===== src/hw/rtl/ffba_pkg.sv =====
// Shared types, sizes and codes for the first-fit block allocator.
// No dependencies.
package ffba_pkg;

  localparam int MAX_BLOCKS = 64;
  localparam int IDX_W      = $clog2(MAX_BLOCKS);
  localparam int CNT_W      = IDX_W + 1;
  localparam int DIV_STEPS  = 32;
  localparam int DCNT_W     = $clog2(DIV_STEPS + 1);
  localparam logic [31:0] CHUNK_RESET = 32'd67108864;

  typedef struct packed {
    logic [31:0] off;
    logic [31:0] size;
    logic        used;
    logic [31:0] owner;
  } entry_t;

  localparam int ENTRY_W = $bits(entry_t);

  localparam logic [1:0] ST_OK    = 2'd0;
  localparam logic [1:0] ST_NOSPC = 2'd1;
  localparam logic [1:0] ST_FULL  = 2'd2;
  localparam logic [1:0] ST_NOID  = 2'd3;

  localparam logic ACT_ALLOC = 1'b0;
  localparam logic ACT_FREE  = 1'b1;

  typedef logic [4:0] op_t;
  localparam op_t OP_NOP       = 5'd0;
  localparam op_t OP_INIT      = 5'd1;
  localparam op_t OP_CFG       = 5'd2;
  localparam op_t OP_LOAD      = 5'd3;
  localparam op_t OP_RD        = 5'd4;
  localparam op_t OP_NEXT      = 5'd5;
  localparam op_t OP_DIVST     = 5'd6;
  localparam op_t OP_DIVSTEP   = 5'd7;
  localparam op_t OP_ALLOC_WR  = 5'd8;
  localparam op_t OP_MVRD      = 5'd9;
  localparam op_t OP_MVWR      = 5'd10;
  localparam op_t OP_SPLIT_WR  = 5'd11;
  localparam op_t OP_CUR       = 5'd12;
  localparam op_t OP_PRD       = 5'd13;
  localparam op_t OP_PREV      = 5'd14;
  localparam op_t OP_NRD       = 5'd15;
  localparam op_t OP_NXTM      = 5'd16;
  localparam op_t OP_FREE_WR   = 5'd17;
  localparam op_t OP_FREE_DONE = 5'd18;
  localparam op_t OP_RES       = 5'd19;

  typedef struct packed {
    op_t        op;
    logic [1:0] code;
  } cmd_t;

  typedef struct packed {
    logic rd_used;
    logic match;
    logic lt_count;
    logic idx_nz;
    logic div_done;
    logic fit;
    logic split;
    logic full;
    logic mv_more;
    logic next_ok;
    logic out_busy;
  } stat_t;

endpackage


===== src/hw/rtl/ffba_ctrl.sv =====
// Sequencer for allocate, free, table init and result hand-off.
// Depends on ffba_pkg.
module ffba_ctrl (
  input  logic            clk,
  input  logic            rst_n,
  input  logic            in_valid,
  input  logic            in_action,
  output logic            in_stall,
  input  logic            cfg_valid,
  output logic            cfg_ready,
  input  ffba_pkg::stat_t stat,
  output ffba_pkg::cmd_t  cmd
);
  import ffba_pkg::*;

  localparam logic [3:0] S_INIT = 4'd0;
  localparam logic [3:0] S_IDLE = 4'd1;
  localparam logic [3:0] S_ARD  = 4'd2;
  localparam logic [3:0] S_ACHK = 4'd3;
  localparam logic [3:0] S_ADIV = 4'd4;
  localparam logic [3:0] S_MVRD = 4'd5;
  localparam logic [3:0] S_MVWR = 4'd6;
  localparam logic [3:0] S_FRD  = 4'd7;
  localparam logic [3:0] S_FCHK = 4'd8;
  localparam logic [3:0] S_PRD  = 4'd9;
  localparam logic [3:0] S_PCHK = 4'd10;
  localparam logic [3:0] S_NRD  = 4'd11;
  localparam logic [3:0] S_NCHK = 4'd12;
  localparam logic [3:0] S_FWR  = 4'd13;
  localparam logic [3:0] S_RES  = 4'd14;

  logic [3:0] state_r, state_nxt;
  logic [1:0] code_r, code_nxt;
  logic       act_r, act_nxt;

  assign cfg_ready = state_r == S_IDLE;
  assign in_stall  = !(state_r == S_IDLE && !cfg_valid);

  always_comb begin
    state_nxt = state_r;
    code_nxt  = code_r;
    act_nxt   = act_r;
    cmd.op    = OP_NOP;
    cmd.code  = code_r;
    case (state_r)
      S_INIT: begin
        cmd.op    = OP_INIT;
        state_nxt = S_IDLE;
      end
      S_IDLE: begin
        if (cfg_valid) begin
          cmd.op    = OP_CFG;
          state_nxt = S_INIT;
        end else if (in_valid) begin
          cmd.op    = OP_LOAD;
          act_nxt   = in_action;
          state_nxt = (in_action == ACT_ALLOC) ? S_ARD : S_FRD;
        end
      end
      S_ARD: begin
        if (!stat.lt_count) begin
          code_nxt  = ST_NOSPC;
          state_nxt = S_RES;
        end else begin
          cmd.op    = OP_RD;
          state_nxt = S_ACHK;
        end
      end
      S_ACHK: begin
        if (stat.rd_used) begin
          cmd.op    = OP_NEXT;
          state_nxt = S_ARD;
        end else begin
          cmd.op    = OP_DIVST;
          state_nxt = S_ADIV;
        end
      end
      S_ADIV: begin
        if (!stat.div_done) begin
          cmd.op = OP_DIVSTEP;
        end else if (!stat.fit) begin
          cmd.op    = OP_NEXT;
          state_nxt = S_ARD;
        end else if (stat.split && stat.full) begin
          code_nxt  = ST_FULL;
          state_nxt = S_RES;
        end else begin
          cmd.op    = OP_ALLOC_WR;
          code_nxt  = ST_OK;
          state_nxt = stat.split ? S_MVRD : S_RES;
        end
      end
      S_MVRD: begin
        if (stat.mv_more) begin
          cmd.op    = OP_MVRD;
          state_nxt = S_MVWR;
        end else begin
          cmd.op    = (act_r == ACT_ALLOC) ? OP_SPLIT_WR : OP_FREE_DONE;
          code_nxt  = ST_OK;
          state_nxt = S_RES;
        end
      end
      S_MVWR: begin
        cmd.op    = OP_MVWR;
        state_nxt = S_MVRD;
      end
      S_FRD: begin
        if (!stat.lt_count) begin
          code_nxt  = ST_NOID;
          state_nxt = S_RES;
        end else begin
          cmd.op    = OP_RD;
          state_nxt = S_FCHK;
        end
      end
      S_FCHK: begin
        if (stat.match) begin
          cmd.op    = OP_CUR;
          state_nxt = stat.idx_nz ? S_PRD : S_NRD;
        end else begin
          cmd.op    = OP_NEXT;
          state_nxt = S_FRD;
        end
      end
      S_PRD: begin
        cmd.op    = OP_PRD;
        state_nxt = S_PCHK;
      end
      S_PCHK: begin
        cmd.op    = OP_PREV;
        state_nxt = S_NRD;
      end
      S_NRD: begin
        if (stat.next_ok) begin
          cmd.op    = OP_NRD;
          state_nxt = S_NCHK;
        end else begin
          state_nxt = S_FWR;
        end
      end
      S_NCHK: begin
        cmd.op    = OP_NXTM;
        state_nxt = S_FWR;
      end
      S_FWR: begin
        cmd.op    = OP_FREE_WR;
        state_nxt = S_MVRD;
      end
      S_RES: begin
        if (!stat.out_busy) begin
          cmd.op    = OP_RES;
          state_nxt = S_IDLE;
        end
      end
      default: state_nxt = S_INIT;
    endcase
  end

  always_ff @(posedge clk) begin
    if (!rst_n) begin
      state_r <= S_INIT;
    end else begin
      state_r <= state_nxt;
    end
  end

  always_ff @(posedge clk) begin
    code_r <= code_nxt;
    act_r  <= act_nxt;
  end
endmodule


===== config.mk =====
export PLATFORM = sky130hd
export DESIGN_NAME = ffba_ctrl
export DESIGN_NICKNAME = d
export VERILOG_FILES = /design/src/hw/rtl/ffba_pkg.sv /design/src/hw/rtl/ffba_ctrl.sv
export SDC_FILE = /design/constraint.sdc
export NUM_CORES = 1
export LEC_CHECK = 0
export BUFFER_PORTS_ARGS = -buffer_cell sky130_fd_sc_hd__buf_2
export CORE_AREA = 4 4 52 54
export CTS_CLUSTER_DIAMETER = 120
export DETAILED_ROUTE_END_ITERATION = 8
export DIE_AREA = 0 0 56 58
export GPL_ROUTABILITY_DRIVEN = 0
export PLACE_DENSITY = 0.71
export SLEW_MARGIN = 30
export SYNTH_ARGS = -nofsm -noshare
export SYNTH_HDL_FRONTEND = slang
export SYNTH_SLANG_ARGS = --single-unit

===== constraint.sdc =====
create_clock -name clk -period 2.2 [get_ports clk]
set_clock_uncertainty 0.2 [all_clocks]
set_input_delay 0.22 -clock clk [delete_from_list [all_inputs] [get_ports clk]]
set_output_delay 0.22 -clock clk [all_outputs]
set_load 0.1 [all_outputs]

==> impl_metrics.csv, run 1 <==
group,metric,value,unit
run_status,status,"complete, no violations",
power_and_ir_drop,power_density,1660,nW/um2
drt,antenna_left,0,
drt,wl_met1,1.29,mm
clock_tree,clkSinkCount,7,
power_and_ir_drop,p_sw,1.35,mW
setup_path,cp-end-kind,"output port",
sta,slew_viol_final,0,
placement,io_buffers,24,
synth,syn_avg_cell_area,6.99,um2
power_and_ir_drop,leakage,0.545,nW
synth,syn_area,978,um2
sta,hold_viol_final,0,
global_route,antenna_found_initial,0,
die,die_y,58,um
job,drv_cap,0,
drt,drt_iter0_drc,85,
min_path,hold_class,"in2reg",
synth,synth_nets,156,
drt,wl_met2,1.67,mm
setup_path,cp_data_arrival_time,1.74,ns
clock_tree,cts_made_buffers,3,
clock_tree,tritoncts,"built",
die,std_cell_rows,17,
power_and_ir_drop,p_sw_share,56.7,%
setup_path,worstSetupPathType,"reg2out",
sta,max_slew_margin,67.9,%
power_and_ir_drop,ir_drop,1.29,mV
power_and_ir_drop,p_seq_share,11.0,%
sta,setup_viol,0,
power_and_ir_drop,clockPowerShare,5.2,%
drt,first_pass_iters,4,
sta,worst_slew_pin_slew,0.484,ns
global_route,grt_pass1_vias,1162,
layout,drive_above_1_share,40.1,%
clock_tree,h-tree-depth,1,
synth,syn-instance-count,140,
drt,maxUsedRoutingLayer,"met4",
drt,wl_met3,340,um
sta,post-route-period-util,98.2,%
layout,nets,194,
layout,final_area,1430,um2
layout,n_antenna_cell,0,
layout,area_delta_synth_final,46.2,%
clock_tree,clk_path_buf_depth,2,
sta,min_period,2.16,ns
drt,wire_per_inst,16.7,um
synth,synth_seq_cells,7,
drt,post_drt_via_cell_ratio,6.21,
setup_path,critPathLaunchType,"flip-flop",
clock_tree,clkSlewWorstSetupHoldPaths,0.05,ns
global_route,grt_pass1_wl,5.51,mm
clock_tree,clock_latency,0.26,ns
sta,fmax,463,MHz
drt,vias,1274,
power_and_ir_drop,intPower,1.03,mW
die,die_area,3250,um2
clock_tree,root_buffer,"clkbuf_4",
global_route,grt_max_degree,13,
setup_path,crit_fanout,9,
die,core_area,2210,um2
global_route,track_usage,21.5,%
synth,yosysSeqAreaShare,17.4,%
drt,drcViolationCount,0,
die,die_w,56,um
sta,fin_tns_setup,0,ns
die,io_pins,25,
placement,dp_hpwl,2.61,mm
layout,final_core_util,64.6,%
synth,yosys_warnings,0,
global_route,grt.overflow.total,0,
setup_path,worst_ep_required_time,1.78,ns
placement,dpl_cell_area,1320,um2
die,start_util,44.2,%
synth,ys_types,48,
power_and_ir_drop,power_frac_comb,83.8,%
drt,wl,3.42,mm
kinds of logic after synthesis:
kind of cell	after synthesis	share of synthesized area [%]
AND/OR/NAND/NOR	63	35.7
AO/OA/AOI/OAI	53	35.7
buffers and inverters	17	11.3
flip-flops	7	17.4
through the flow:
stage,total power [mW],std cells,hold slack (ns),setup WS [ns]
2_1_floorplan,1.55,140,0.119,-0.200
3_5_place_dp,2.07,199,0.215,0.0385
5_1_grt,2.49,205,0.0186,-0.00746
6_report,2.38,205,0.0188,0.0392
4_1_cts,2.24,204,0.00937,-0.0142
3_3_place_gp,2.05,199,0.214,0.121
registers in the layout (all words and copies together) (netlist names):
name / flops
state_r: 4
code_r: 2
act_r: 1
final timing paths:
path               from    endpoint  slack [ns]  cells after the start
max          state_r[0]      cmd[2]        0.04                      6
min               rst_n  state_r[0]        0.02                      2
max reg2reg  state_r[1]   code_r[0]        0.23                      7
min reg2reg  state_r[2]   code_r[1]        0.51                      2
critical path, stage by stage (launching register included):
cell	delay (ns)
dfxtp_4	0.37
buf_6	0.14
nor2b_1	0.14
a21oi_1	0.15
o22ai_1	0.12
or3_4	0.38
buf_12	0.17
synth_stat cells, drive strengths merged:
cell type	n	area, um2
or3	2	12.5
edfxtp	3	90.1
o211ai	2	15.0
a221o	1	10.0
clkbuf	1	3.75
or2	2	12.5
o311a	1	10.0
and3	1	11.3
a2111oi	1	15.0
o31ai	1	7.51
a211oi	1	7.51
nor4b	1	8.76
nand2b	5	33.8
dfxtp	4	80.1
inv	4	15.0
a2bb2oi	1	8.76
a31o	1	8.76
a21oi	14	70.1
clkinv	1	5.00
o21ai	13	65.1
nand4	1	6.26
o22ai	5	31.3
nor3	3	20.0
a31oi	4	25.0
nor4	3	25.0
nand3b	2	15.0
a311oi	1	8.76
nand3	4	20.0
nor3b	1	7.51
nor2	11	43.8
nor2b	8	50.1
a22oi	2	15.0
o221ai	2	17.5
and3b	1	10.0
and2	2	12.5
a221oi	1	8.76
buf	11	86.3
o32ai	2	25.0
nand2	16	60.1
power groups by stage:
stage                     Combinational, mW  Clock, mW  Sequential, mW
after global placement                 1.80          0           0.250
final                                  1.99      0.125           0.262
after global routing                   2.09      0.137           0.269
after CTS                              1.85      0.129           0.261
after detailed placement               1.82          0           0.253
after floorplan                        1.25          0           0.306
timing repair:
item	in CTS	in global routing
gates resized for setup	8	14
buffers inserted	0	1
pin swaps	0	1
hold buffers	1	0
endpoints found under the setup margin	5	4
cloned	0	0
hold endpoints to repair	1	0
metal layers:
metal  vias to the layer above  track usage [%]
li1                        601                -
met1                       575             26.8
met2                        86             35.1
met3                        12             5.35
met4                         0             9.49
met5                         -                0
cell type report:
cell class / instances / area, um2
multi-input cells: 116 / 776
inverters: 5 / 20.0
well taps: 28 / 35.0
flip-flops and latches: 7 / 183
repair buffers: 45 / 390
clock buffers: 4 / 26.3
fillers: 193 / 782
layout by cell type (no fill, tap or decap), types with 2 or more instances in the layout:
master / instances
nand3b_1: 2
nand2b_1: 4
nor2b_1: 7
buf_6: 2
edfxtp_1: 3
clkbuf_4: 3
o22ai_1: 5
and2_1: 2
a22oi_1: 2
buf_12: 7
o211ai_1: 2
dfxtp_4: 3
nand2_1: 16
buf_2: 18
inv_1: 4
o21ai_1: 3
a31oi_1: 4
a21oi_1: 13
nor2_1: 9
o21ai_0: 9
buf_4: 17
nor4_1: 2
nand3_1: 4
(Power assumes the default switching activity.)
==> run 2, diff against run 1 <==
Settings changed: SLEW_MARGIN 30 to not set.
Clock period 2.2 ns to 2.57 ns, I/O delays scaled along.
==> run 2 against run 1 <==
  * Critical endpoint unchanged
  * Critical path depth unchanged
  * Critical path type unchanged
  * Register-to-register slack better by 0.13 ns
  * Combinational power fell by 31%
  * Largest cell class unchanged
==> impl_metrics.csv, run 2 (synthesis gave the netlist of run 1 again) <==
group,metric,value,unit
sta,slew_viol_final,0,
sta,setup_viol,0,
clock_tree,root_buffer,"clkbuf_4",
drt,drcViolationCount,0,
layout,fillerInstances,220,
setup_path,critPathCapture,"cmd[2]",
die,start_util,44.2,%
sta,fmax,412,MHz
global_route,use_met3,4.68,%
global_route,antenna_found_initial,0,
global_route,track_usage,19.1,%
die,die_y,58,um
setup_path,crit_start,"state_r[2]",
power_and_ir_drop,leakage,0.463,nW
placement,dp_slack,0.371,ns
setup_path,cp_data_arrival_time,1.97,ns
drt,first_pass_iters,4,
placement,dpl_cell_area,1170,um2
clock_tree,cts_made_buffers,3,
layout,drive_above_1_share,30.5,%
die,core_area,2210,um2
placement,dp_hpwl,2.40,mm
layout,layout_common_cells,"buf_2 (20), nand2_1 (16), a21oi_1 (14), buf_4 (10)",
setup_path,worstSetupPathType,"reg2out",
clock_tree,clkSinkCount,7,
setup_path,crit_fanout,11,
clock_tree,tritoncts,"built",
global_route,grt_pass1_wl,5.02,mm
global_route,grt_pass1_vias,1122,
run_status,status,"complete, no violations",
drt,antenna_left,0,
setup_path,reg2regPathDepth,5,
sta,finalHoldWorstSlack,0.0725,ns
sta,max_slew_margin,64.1,%
layout,final_core_util,54.8,%
setup_path,r2r_setup_slack,0.36,ns
clock_tree,clock_latency,0.25,ns
setup_path,cp-end-kind,"output port",
power_and_ir_drop,power_density,1410,nW/um2
layout,n_antenna_cell,0,
sta,worst_slew_pin_slew,0.534,ns
drt,post_drt_via_cell_ratio,6.18,
drt,vias,1206,
clock_tree,clkSlewWorstSetupHoldPaths,0.05,ns
layout,final_area,1210,um2
placement,io_buffers,24,
sta,min_period,2.43,ns
layout,nets,184,
global_route,busiest_layer,"met2",
clock_tree,clk_path_buf_depth,2,
sta,fin_tns_setup,0,ns
clock_tree,h-tree-depth,1,
layout,largest_registers,"state_r x4, code_r x2, act_r x1",
die,die_area,3250,um2
setup_path,worstReg2RegEnd,"code_r[0]",
global_route,grt.overflow.total,0,
layout,top_register,"state_r",
die,die_w,56,um
global_route,grt_max_degree,18,
placement,dp_cells,190,
setup_path,worst_ep_required_time,2.11,ns
min_path,hold_class,"in2reg",
clock_tree,cts_setup_buffers,0,
layout,largest_reg_flops,4,
layout,fin_cells,195,
die,io_pins,25,
global_route,gr-usage-met1,24.4,%
setup_path,critPathLaunchType,"flip-flop",
drt,wire_per_inst,15.8,um
layout,area_delta_synth_final,23.9,%
die,std_cell_rows,17,
drt,drt_iter0_drc,64,
layout,final_common_cell,"buf_2",
power_and_ir_drop,ir_drop,1.07,mV
setup_path,regToRegStartpoint,"state_r[0]",
sta,finalWorstSetupSlack,0.145,ns
job,drv_cap,0,
sta,hold_viol_final,0,
global_route,met2_usage,29.9,%
drt,wl,3.07,mm
sta,post-route-period-util,94.4,%
power_and_ir_drop,total_power,1.72,mW
sta,grt_setup_unrepaired,"false",
run 2: cell types whose count changed in the layout (fill, tap and decap cells not counted), sizes merged:
cell | previous run | this run
clkbuf | 4 | 5
buf | 44 | 33
run 2: critical path, cell delays in order (launching register included):
cell and delay (ns):
dfxtp_1 0.56, nand2b_1 0.28, o32ai_1 0.13, nand2_1 0.09, o21ai_0 0.07, or3_1 0.30
clkbuf_4 0.29
run 2: area by class of cell:
| type | instances | area (um2) | share of cell area (%) |
|---|---|---|---|
| Multi-Input combinational cell | 116 | 706 | 58.2 |
| Timing Repair Buffer | 35 | 253 | 20.8 |
| Sequential cell | 7 | 173 | 14.2 |
| Tap cell | 28 | 35.0 | 2.89 |
| Clock buffer | 4 | 26.3 | 2.17 |
| Inverter | 5 | 20.0 | 1.65 |
run 2: worst min path at each step:
stage,from,end,slack [ns],cells past startpoint
after floorplan,in_action,act_r,0.16,0
after global placement,in_action,act_r,0.25,1
after detailed placement,in_action,act_r,0.26,1
after CTS,in_action,act_r,0.001,1
after global routing,rst_n,state_r[0],0.07,2
final,rst_n,state_r[0],0.07,2
run 2: metal layers:
layer,vias to the layer above,routed length (um)
li1,578,-
met1,542,1270
met2,70,1420
met3,16,273
met4,0,113
met5,-,0
run 2: where the power goes:
group	leakage (nW)	total, mW	internal (mW)	switching (mW)
sequential	0.0608	0.233	0.160	0.0733
clock	0.0150	0.0989	0.0592	0.0397
combinational	0.387	1.38	0.443	0.940
run 2: what timing repair did:
| action | CTS | global route |
|---|---|---|
| endpoints found under the hold margin | 0 | 1 |
| hold buffers | 0 | 1 |
| gates resized for setup | 0 | 3 |
| setup endpoints to repair | 0 | 2 |
==> run 3, diff against run 2 <==
==> constraint.sdc (replaced) <==
create_clock -name clk -period 2.57 [get_ports clk]
set_clock_uncertainty 0.2 [all_clocks]
set_input_delay 0.6425 -clock clk [delete_from_list [all_inputs] [get_ports clk]]
set_output_delay 0.6425 -clock clk [all_outputs]
set_load 0.1 [all_outputs]
==> run 3 against run 2 <==
  * Maximum frequency decreased by 5.4%
  * Clock power about the same
  * Worst setup slack got worse by 0.14 ns
  * Count of clock-buffer cells in the layout stayed put
  * Core utilization increased by 20 points
  * Worst hold slack better by 0.31 ns
  * Flip-flop and latch count is the same
  * Wire length increased by 31%
==> impl_metrics.csv, run 3 (synthesis gave the netlist of run 1 again) <==
group,metric,value,unit
layout,largest_registers,"state_r x4, code_r x2, act_r x1",
setup_path,cp_data_arrival_time,1.72,ns
setup_path,critPathLaunchType,"flip-flop",
setup_path,worst_ep_required_time,1.73,ns
setup_path,regToRegStartpoint,"state_r[1]",
sta,slew_viol_final,0,
clock_tree,h-tree-depth,1,
setup_path,worstSetupPathType,"reg2out",
placement,dp_cells,217,
clock_tree,clock_latency,0.24,ns
setup_path,cp_cell_sequence,"buf_8 -> or2_4 -> a21oi_2 -> o21ai_2 -> o31ai_4 -> a2bb2oi_2 -> buf_12",
sta,post-route-period-util,99.8,%
die,die_area,3250,um2
die,core_area,2210,um2
sta,grt_setup_unrepaired,"true",
setup_path,crit_start,"state_r[1]",
run_status,status,"complete, no violations",
placement,io_buffers,24,
die,io_pins,25,
clock_tree,tritoncts,"built",
sta,max_slew_margin,49.6,%
sta,fmax,390,MHz
setup_path,r2r_setup_slack,0.22,ns
layout,final_common_cell,"buf_4",
setup_path,cp-end-kind,"output port",
drt,vias,1419,
clock_tree,clkSlewWorstSetupHoldPaths,0.06,ns
global_route,grt.overflow.total,0,
min_path,hold_class,"in2reg",
drt,post_drt_via_cell_ratio,6.20,
clock_tree,root_buffer,"clkbuf_4",
sta,hold_viol_final,0,
layout,n_antenna_cell,0,
drt,wl,4.03,mm
setup_path,crit_fanout,11,
job,drv_cap,0,
clock_tree,clk_path_buf_depth,2,
power_and_ir_drop,power_density,1340,nW/um2
drt,drcViolationCount,0,
drt,antenna_left,0,
drt,wire_per_inst,17.6,um
setup_path,reg2regPathDepth,7,
setup_path,path_delay_family,"compound AO/OA/AOI/OAI gates",
power_and_ir_drop,total_power,2.23,mW
drt,drt_iter0_drc,91,
layout,drive_above_1_share,52.2,%
sta,min_period,2.56,ns
setup_path,worst_path_max_delay_cell,"dfxtp_4",
setup_path,worstReg2RegEnd,"code_r[1]",
drt,first_pass_iters,6,
sta,finalHoldWorstSlack,0.384,ns
global_route,antenna_found_initial,0,
layout,largest_reg_flops,4,
die,die_y,58,um
clock_tree,cts_hold_buf,0,
die,std_cell_rows,17,
die,start_util,44.2,%
global_route,track_usage,23.6,%
global_route,grt_pass1_vias,1348,
layout,layout_common_cells,"buf_4 (41), buf_2 (18), nand2_1 (14), a21oi_1 (12)",
clock_tree,cts_made_buffers,3,
placement,dp_hpwl,2.86,mm
power_and_ir_drop,leakage,0.681,nW
die,die_w,56,um
setup_path,cp_num_cells,7,
global_route,grt_max_degree,17,
layout,top_register,"state_r",
layout,area_delta_synth_final,69.4,%
layout,fin_cells,229,
power_and_ir_drop,ir_drop,1.27,mV
layout,nets,218,
global_route,grt_pass1_wl,6.05,mm
sta,worst_slew_pin_slew,0.750,ns
setup_path,cp_num_buf_inv,2,
setup_path,critPathCapture,"cmd[4]",
clock_tree,clkSinkCount,7,
setup_path,slowest_delay,0.37,ns
sta,setup_viol,0,
-- run 3: per-stage QoR --
stage / utilization, % / TNS, ns / cell area [um2] / worst slack, ns
after detailed placement: 65.8 / -0.194 / 1460 / -0.158
final: 74.9 / 0 / 1660 / 0.00518
after CTS: 70.6 / 0 / 1560 / 0.00139
after global routing: 74.9 / -0.0695 / 1660 / -0.0586
after floorplan: - / -0.160 / 1020 / -0.160
after global placement: 65.8 / -0.137 / 1460 / -0.127
-- run 3: routing by layer --
metal	track usage, %	vias to the layer above	share of wire, %
met5	0	-	0
met4	11.9	0	4.5
met3	2.67	24	9.1
met2	44.2	95	50
met1	26.2	650	37
li1	-	650	-
-- run 3: area by class of cell --
cell class	count	area (um2)
Sequential cell	7	183
Inverter	5	21.3
Multi-Input combinational cell	116	817
Timing Repair Buffer	69	576
Fill cell	169	554
Clock buffer	4	26.3
Tap cell	28	35.0
-- run 3: worst register-to-register path: cells and delay by family (launching register included) --
kind | cells | cell delay (ns)
AOI/OAI and AO/OA | 2 | 0.27
buffers and inverters | 2 | 0.32
DFF | 1 | 0.37
and+or+nand+nor | 3 | 0.82
-- run 3: timing repair --
item | in CTS | in global routing
setup endpoints to repair | 4 | 4
gates resized for setup | 20 | 13
pin swaps | 4 | 4
setup buffers | 2 | 6
-- run 3: worst min-delay path by stage --
stage / start / endpoint / slack (ns) / cells past startpoint
6_report: in_action / act_r / 0.38 / 1
5_1_grt: in_action / act_r / 0.38 / 1
4_1_cts: in_action / act_r / 0.39 / 1
3_5_place_dp: state_r[2] / code_r[1] / 0.57 / 2
3_3_place_gp: state_r[2] / code_r[1] / 0.55 / 2
2_1_floorplan: state_r[2] / code_r[1] / 0.40 / 2
-- run 3: power by group --
| part | switching (mW) | internal (mW) |
|---|---|---|
| sequential | 0.0665 | 0.169 |
| combinational | 1.12 | 0.775 |
| clock | 0.0399 | 0.0592 |
| total | 1.22 | 1.00 |
